## src/rtl/assert_macros.svh

```systemverilog
// assertion helpers used by the duplicate filter rtl
`ifndef ASSERT_MACROS_SVH
`define ASSERT_MACROS_SVH

// checked only while out of reset
`define AST_CHK(label, clk, rst_n, prop, msg) \
  label: assert property (@(posedge clk) disable iff (!rst_n) prop) else $error(msg);

// checked on every edge, reset included
`define AST_ALL(label, clk, prop, msg) \
  label: assert property (@(posedge clk) prop) else $error(msg);

`endif

```

## src/rtl/pdup_pkg.sv

```systemverilog
`default_nettype none
package pdup_pkg;

  localparam int ADDR_W    = 32;
  localparam int ID_W      = 16;
  localparam int KEY_W     = ADDR_W + ID_W;
  localparam int DEPTH_DEF = 64;

  typedef enum logic [1:0] {
    ST_IDLE,
    ST_SCAN,
    ST_FLUSH,
    ST_FINISH
  } state_t;

endpackage
`default_nettype wire

```

## src/rtl/pdup_key_store.sv

```systemverilog
`default_nettype none
module pdup_key_store #(
  parameter int DEPTH = pdup_pkg::DEPTH_DEF
) (
  input  logic                       clk,
  input  logic                       rd_en,
  input  logic [$clog2(DEPTH)-1:0]   rd_addr,
  output logic [pdup_pkg::KEY_W-1:0] rd_data,
  input  logic                       wr_en,
  input  logic [$clog2(DEPTH)-1:0]   wr_addr,
  input  logic [pdup_pkg::KEY_W-1:0] wr_data
);
  import pdup_pkg::*;

  logic [KEY_W-1:0] mem [DEPTH];
  logic [KEY_W-1:0] rd_data_r;

  always_ff @(posedge clk) begin
    if (wr_en) begin
      mem[wr_addr] <= wr_data;
    end
  end

  always_ff @(posedge clk) begin
    if (rd_en) begin
      rd_data_r <= mem[rd_addr];
    end
  end

  assign rd_data = rd_data_r;

endmodule
`default_nettype wire

```

## src/rtl/packet_duplicate_filter.sv

```systemverilog
// channel | ports                                        | direction
// --------+----------------------------------------------+----------
// in      | in_valid, in_ready, in_source_address,       | to block
//         | in_packet_id                                 |
// out     | out_valid, out_ready, out_is_duplicate       | from block
//
// one word at a time: the key is compared against the ring store one entry
// per cycle through the single read port, so every entry is scanned
// between acceptance of a word and its loaded result.
// the next word is taken while a result still waits in the output register.
// reset sets no store entries: entries not yet written since reset read as
// zero through the write pointer and a wrapped flag, so there is no clearing pass.
// a stalled output holds the finished word before the key is stored.
`default_nettype none
`include "assert_macros.svh"
module packet_duplicate_filter #(
  parameter int DEPTH = pdup_pkg::DEPTH_DEF
) (
  input  logic                        clk,
  input  logic                        rst_n,
  input  logic                        in_valid,
  output logic                        in_ready,
  input  logic [pdup_pkg::ADDR_W-1:0] in_source_address,
  input  logic [pdup_pkg::ID_W-1:0]   in_packet_id,
  output logic                        out_valid,
  input  logic                        out_ready,
  output logic                        out_is_duplicate
);
  import pdup_pkg::*;

  localparam int IDX_W = $clog2(DEPTH);
  localparam logic [IDX_W-1:0] LAST_IDX = IDX_W'(DEPTH - 1);

  state_t           state_r, state_nxt;
  logic [KEY_W-1:0] key_r, key_nxt;
  logic [IDX_W-1:0] rd_idx_r, rd_idx_nxt;
  logic [IDX_W-1:0] q_idx_r;
  logic             q_vld_r;
  logic             hit_r, hit_nxt;
  logic [IDX_W-1:0] wp_r, wp_nxt;
  logic             wrapped_r, wrapped_nxt;
  logic             out_valid_r, out_valid_nxt;
  logic             out_dup_r, out_dup_nxt;

  logic             in_acc;
  logic             rd_en;
  logic             wr_en;
  logic [KEY_W-1:0] rd_data;
  logic [KEY_W-1:0] entry;
  logic             entry_written;

  pdup_key_store #(
    .DEPTH(DEPTH)
  ) u_store (
    .clk     (clk),
    .rd_en   (rd_en),
    .rd_addr (rd_idx_r),
    .rd_data (rd_data),
    .wr_en   (wr_en),
    .wr_addr (wp_r),
    .wr_data (key_r)
  );

  assign in_ready = (state_r == ST_IDLE);
  assign in_acc   = in_valid && in_ready;
  assign rd_en    = (state_r == ST_SCAN);

  // unless wrapped, entries at or past the write pointer have not been written since reset and read as zero
  assign entry_written = wrapped_r || (q_idx_r < wp_r);
  assign entry         = entry_written ? rd_data : '0;

  always_comb begin
    state_nxt     = state_r;
    key_nxt       = key_r;
    rd_idx_nxt    = rd_idx_r;
    hit_nxt       = hit_r;
    wp_nxt        = wp_r;
    wrapped_nxt   = wrapped_r;
    out_valid_nxt = out_valid_r;
    out_dup_nxt   = out_dup_r;
    wr_en         = 1'b0;

    if (out_valid_r && out_ready) begin
      out_valid_nxt = 1'b0;
    end

    if (q_vld_r && (entry == key_r)) begin
      hit_nxt = 1'b1;
    end

    case (state_r)
      ST_IDLE: begin
        if (in_acc) begin
          key_nxt    = {in_source_address, in_packet_id};
          rd_idx_nxt = '0;
          hit_nxt    = 1'b0;
          state_nxt  = ST_SCAN;
        end
      end
      ST_SCAN: begin
        if (rd_idx_r == LAST_IDX) begin
          state_nxt = ST_FLUSH;
        end else begin
          rd_idx_nxt = rd_idx_r + 1'b1;
        end
      end
      ST_FLUSH: begin
        // last read data compared this cycle
        state_nxt = ST_FINISH;
      end
      ST_FINISH: begin
        if (!out_valid_r || out_ready) begin
          out_valid_nxt = 1'b1;
          out_dup_nxt   = hit_r;
          if (!hit_r) begin
            wr_en = 1'b1;
            if (wp_r == LAST_IDX) begin
              wp_nxt      = '0;
              wrapped_nxt = 1'b1;
            end else begin
              wp_nxt = wp_r + 1'b1;
            end
          end
          state_nxt = ST_IDLE;
        end
      end
      default: begin
        state_nxt = ST_IDLE;
      end
    endcase
  end

  always_ff @(posedge clk) begin
    if (!rst_n) begin
      state_r     <= ST_IDLE;
      q_vld_r     <= 1'b0;
      wp_r        <= '0;
      wrapped_r   <= 1'b0;
      out_valid_r <= 1'b0;
    end else begin
      state_r     <= state_nxt;
      q_vld_r     <= rd_en;
      wp_r        <= wp_nxt;
      wrapped_r   <= wrapped_nxt;
      out_valid_r <= out_valid_nxt;
    end
  end

  always_ff @(posedge clk) begin
    key_r     <= key_nxt;
    rd_idx_r  <= rd_idx_nxt;
    q_idx_r   <= rd_idx_r;
    hit_r     <= hit_nxt;
    out_dup_r <= out_dup_nxt;
  end

  assign out_valid        = out_valid_r;
  assign out_is_duplicate = out_dup_r;

  `AST_CHK(a_accept_starts_scan, clk, rst_n,
           in_acc |=> (state_r == ST_SCAN && rd_idx_r == '0),
           "accepted word did not start a scan at entry zero")
  `AST_CHK(a_hit_sticks, clk, rst_n,
           (state_r == ST_SCAN && hit_r) |=> hit_r,
           "match lost during scan")
  `AST_CHK(a_wp_moves_on_store, clk, rst_n,
           !$stable(wp_r) |-> $past(wr_en),
           "write pointer moved without a store")
  `AST_ALL(a_no_read_write_overlap, clk,
           !(rd_en && wr_en),
           "store read and written in the same cycle")

endmodule
`default_nettype wire

```

## config.mk

```make
export PLATFORM = sky130hd
export DESIGN_NAME = packet_duplicate_filter
export DESIGN_NICKNAME = d
export VERILOG_FILES = /design/src/rtl/pdup_pkg.sv /design/src/rtl/pdup_key_store.sv /design/src/rtl/packet_duplicate_filter.sv
export VERILOG_INCLUDE_DIRS = /design/src /design/src/rtl
export SDC_FILE = /design/constraint.sdc
export NUM_CORES = 2
export LEC_CHECK = 0
export ABC_AREA = 1
export ABC_CLOCK_PERIOD_IN_PS = 11200
export BUFFER_PORTS_ARGS = -buffer_cell sky130_fd_sc_hd__buf_2
export CORE_UTILIZATION = 40
export DETAILED_ROUTE_END_ITERATION = 12
export PLACE_DENSITY = 0.53
export SYNTH_ARGS = -nofsm -noshare
export SYNTH_HDL_FRONTEND = slang
export SYNTH_HIERARCHICAL = 1
export SYNTH_SLANG_ARGS = --single-unit
```

## constraint.sdc

```tcl
create_clock -name clk -period 11.2 [get_ports clk]
set_clock_uncertainty 0.1 [all_clocks]
set_input_delay 0.56 -clock clk [delete_from_list [all_inputs] [get_ports clk]]
set_output_delay 0.56 -clock clk [all_outputs]
set_load 0.01 [all_outputs]
```

==> impl_metrics.sql <==
INSERT INTO impl_metrics (metric_group, metric, value, unit) VALUES
('placement', 'pre_cts_setup_slack', '6543', 'ps'),
('sta', 'final_hold_viol_count', '0', ''),
('setup_path', 'cp_arrival', '5190', 'ps'),
('floorplan', 'boundaryPins', '55', ''),
('sta', 'timing.final.ws_setup', '6557', 'ps'),
('placement', 'dp.final_hpwl', '202.6', 'mm'),
('layout', 'layout_commonest_cell', 'sky130_fd_sc_hd__nand2_1', ''),
('global_route', 'globalRouteOverflowTotal', '0', ''),
('synth', 'synth_cells', '10540', ''),
('synth', 'yosys_warnings', '6', ''),
('min_path', 'hold_crit_endpoint', 'state_r[1]', ''),
('synth', 'synth.yosys.seq_area_share', '74.47', '%'),
('clock_tree', 'h-tree-depth', '5', ''),
('floorplan', 'num_rows', '207', ''),
('setup_path', 'worst_path_slowest_cell', 'sky130_fd_sc_hd__buf_4', ''),
('clock_tree', 'clk_path_buf_depth', '4', ''),
('setup_path', 'critical_path.top_delay_family', 'buffers and inverters', ''),
('synth', 'synth_area_per_cell', '12.20', 'µm²'),
('sta', 'clock_period_minus_final_worst_setup_slack', '4643', 'ps'),
('setup_path', 'worst-r2r-setup-slack', '6560', 'ps'),
('clock_tree', 'cts_root_buffer', 'sky130_fd_sc_hd__clkbuf_16', ''),
('clock_tree', 'worst_skew_pair.late_latency', '930', 'ps'),
('global_route', 'track_usage', '25.27', '%'),
('synth', 'syn_area', '128500', 'µm²'),
('clock_tree', 'worst_setup_hold_path_clk_slew', '60', 'ps'),
('synth', 'synth.mux.area_fraction', '0', '%'),
('sta', 'setup_violations', '0', ''),
('synth', 'synth_enable_flop_cells', '3175', ''),
('power_and_ir_drop', 'leakage_power', '50.08', 'nW'),
('setup_path', 'ff2ff_path_depth', '10', ''),
('layout', 'most-common-layout-cells', 'sky130_fd_sc_hd__nand2_1 (3533), sky130_fd_sc_hd__edfxtp_1 (3175), sky130_fd_sc_hd__nand3_1 (2878)', ''),
('global_route', 'use_met3', '3.419', '%'),
('floorplan', 'die_h', '568.8', 'µm'),
('clock_tree', 'post_cts_buffers', '0', ''),
('global_route', 'groute.layer.met1.usage', '36.76', '%'),
('route', 'initialDrtViolationCount', '11510', ''),
('placement', 'count_of_buffers_inserted_at_the_top_level_ports', '54', ''),
('min_path', 'min_delay_path_depth', '3', ''),
('synth', 'arithmetic_cell_share_of_the_synthesized_area_counting_full_adders_half_adders_and_majority_gates', '0.1071', '%'),
('sta', 'fin_crit_sh', '41.46', '%'),
('placement', 'gp_congestion', '0.8426', ''),
('setup_path', 'crit_type', 'reg2reg', ''),
('placement', 'dpl_cell_area', '132900', 'µm²'),
('synth', 'synthXorXnorAreaFrac', '0.01363', '%'),
('run_status', 'run_status', 'completed', ''),
('synth', 'synth.net_count', '10600', ''),
('sta', 'number_of_max_slew_violations_in_the_final_report', '0', ''),
('setup_path', 'critical_path_source_type', 'flip-flop', ''),
('synth', 'yosys_most_used_dff', 'sky130_fd_sc_hd__edfxtp_1', ''),
('run', 'maxCapViolCount', '0', ''),
('power_and_ir_drop', 'vdd.ir_drop.worst', '0.3246', 'mV'),
('synth', 'synth-seq-cells', '3193', ''),
('layout', 'finalInstanceArea', '143800', 'µm²'),
('layout', 'finish.net_count', '10610', ''),
('sta', 'fin_tns_setup', '0', 'ps'),
('global_route', 'grt_max_degree', '227', ''),
('setup_path', 'cp_cell_sequence', 'buf_12 > buf_4 > buf_4 > nand3_1 > nand3_1 > nand3_1 > nand3_1 > nand2_1 > nand2_1 > nand2_1', ''),
('power_and_ir_drop', 'power.total', '36.97', 'mW'),
('setup_path', 'regToRegStartpoint', 'rd_idx_r[1]', ''),
('global_route', 'grt_pass1_vias', '79950', ''),
('route', 'routed-via-count', '85990', ''),
('sta', 'worst_slew_margin_rel', '14.11', '%'),
('clock_tree', 'cts_tree', 'done', ''),
('setup_path', 'critPathMaxFanout', '150', ''),
('power_and_ir_drop', 'power_density', '257.2', 'nW/µm²'),
('floorplan', 'floorplan.core_area', '318800', 'µm²'),
('route', 'route.antenna.remaining_nets', '0', ''),
('layout', 'multi_input_comb_area', '29220', 'µm²'),
('synth', 'synth_compound_gate_area_share', '0.1197', '%'),
('route', 'drcViolationCount', '0', ''),
('route', 'route.detailed.wl_per_inst', '27.72', 'µm');
[flip-flops by register name, indices dropped and copies added, names as in the netlist, 2 cells and up]
name,count
u_store/rd_data,48
state_r,2
wp_r,6
q_idx_r,6
u_store/mem,3072
key_r,48
rd_idx_r,6
[worst register-to-register path, stage by stage, from the launching register on]
cell                       delay (ps)
sky130_fd_sc_hd__edfxtp_1         490
sky130_fd_sc_hd__buf_12           700
sky130_fd_sc_hd__buf_4            870
sky130_fd_sc_hd__buf_4            910
sky130_fd_sc_hd__nand3_1          310
sky130_fd_sc_hd__nand3_1          150
sky130_fd_sc_hd__nand3_1          130
sky130_fd_sc_hd__nand3_1          170
sky130_fd_sc_hd__nand2_1          100
sky130_fd_sc_hd__nand2_1          370
sky130_fd_sc_hd__nand2_1          110
[area by class of cell]
class	count	share of cell area [%]
clock inverters	186	0.9652
clock buffers	428	6.252
repair buffers	346	1.965
multi-input cells	6607	20.32
diodes	14	0.02437
inverters	55	0.1741
well taps	4284	3.728
flip-flops and latches	3193	66.57
[synthesized netlist by cell type (8+ instances only)]
cell                       count  area [µm²]
sky130_fd_sc_hd__buf_1        59       221.5
sky130_fd_sc_hd__a21oi_1      13       65.06
sky130_fd_sc_hd__ha_1         11       137.6
sky130_fd_sc_hd__clkbuf_1    116       435.4
sky130_fd_sc_hd__nor2_1       99       371.6
sky130_fd_sc_hd__edfxtp_1   3175       95340
sky130_fd_sc_hd__dfxtp_1      18       360.4
sky130_fd_sc_hd__buf_6        70       788.3
sky130_fd_sc_hd__inv_1        51       191.4
sky130_fd_sc_hd__buf_4        60       450.4
sky130_fd_sc_hd__buf_2       370        1852
sky130_fd_sc_hd__nand3_1    2878       14400
sky130_fd_sc_hd__nor4_1        8       50.05
sky130_fd_sc_hd__nand3b_1     27       202.7
sky130_fd_sc_hd__nand2_1    3533       13260
sky130_fd_sc_hd__nand4_1       9       56.30
[kinds of logic (layout without fill, tap and decap cells)]
kind of cell    Yosys count  after routing
compound gates           28             28
other cells               0             14
xor+xnor                  2              2
flops                  3193           3193
simple gates           6566           6566
buf+inv                 738           1015
fa+ha+maj                11             11
[report_power, final]
part	switching [mW]	internal [mW]
combinational	9.25	2.93
sequential	0.194	13.9
clock	4.62	6.09
[metrics by stage]
step	util [%]	hold slack [ps]	instances
3_5_place_dp	41.67	325.8	14440
6_report	45.09	110.9	15110
4_1_cts	45.08	55.14	15100
5_1_grt	45.08	137.0	15100
2_1_floorplan	-	287.0	10540
3_3_place_gp	41.67	330.9	14440
[per-layer routing]
layer  vias to the layer above  share of wire, %
li1                      37540                 -
met1                     43500                42
met4                         4               2.9
met2                      4268                46
met5                         -            0.0064
met3                       683               9.0
[how the worst max path moves through the flow]
stage	slack, ps	cells after the start	startpoint	to
6_report	6560	10	rd_idx_r[1]	u_store/rd_data[2]
5_1_grt	6320	11	rd_idx_r[0]	u_store/rd_data[2]
4_1_cts	6560	11	rd_idx_r[0]	u_store/rd_data[2]
3_5_place_dp	6540	11	rd_idx_r[0]	u_store/rd_data[2]
3_3_place_gp	6570	11	rd_idx_r[0]	u_store/rd_data[2]
2_1_floorplan	4450	7	out_ready	u_store/mem[48][0]
Note: power is estimated with default switching activity, not from simulation.
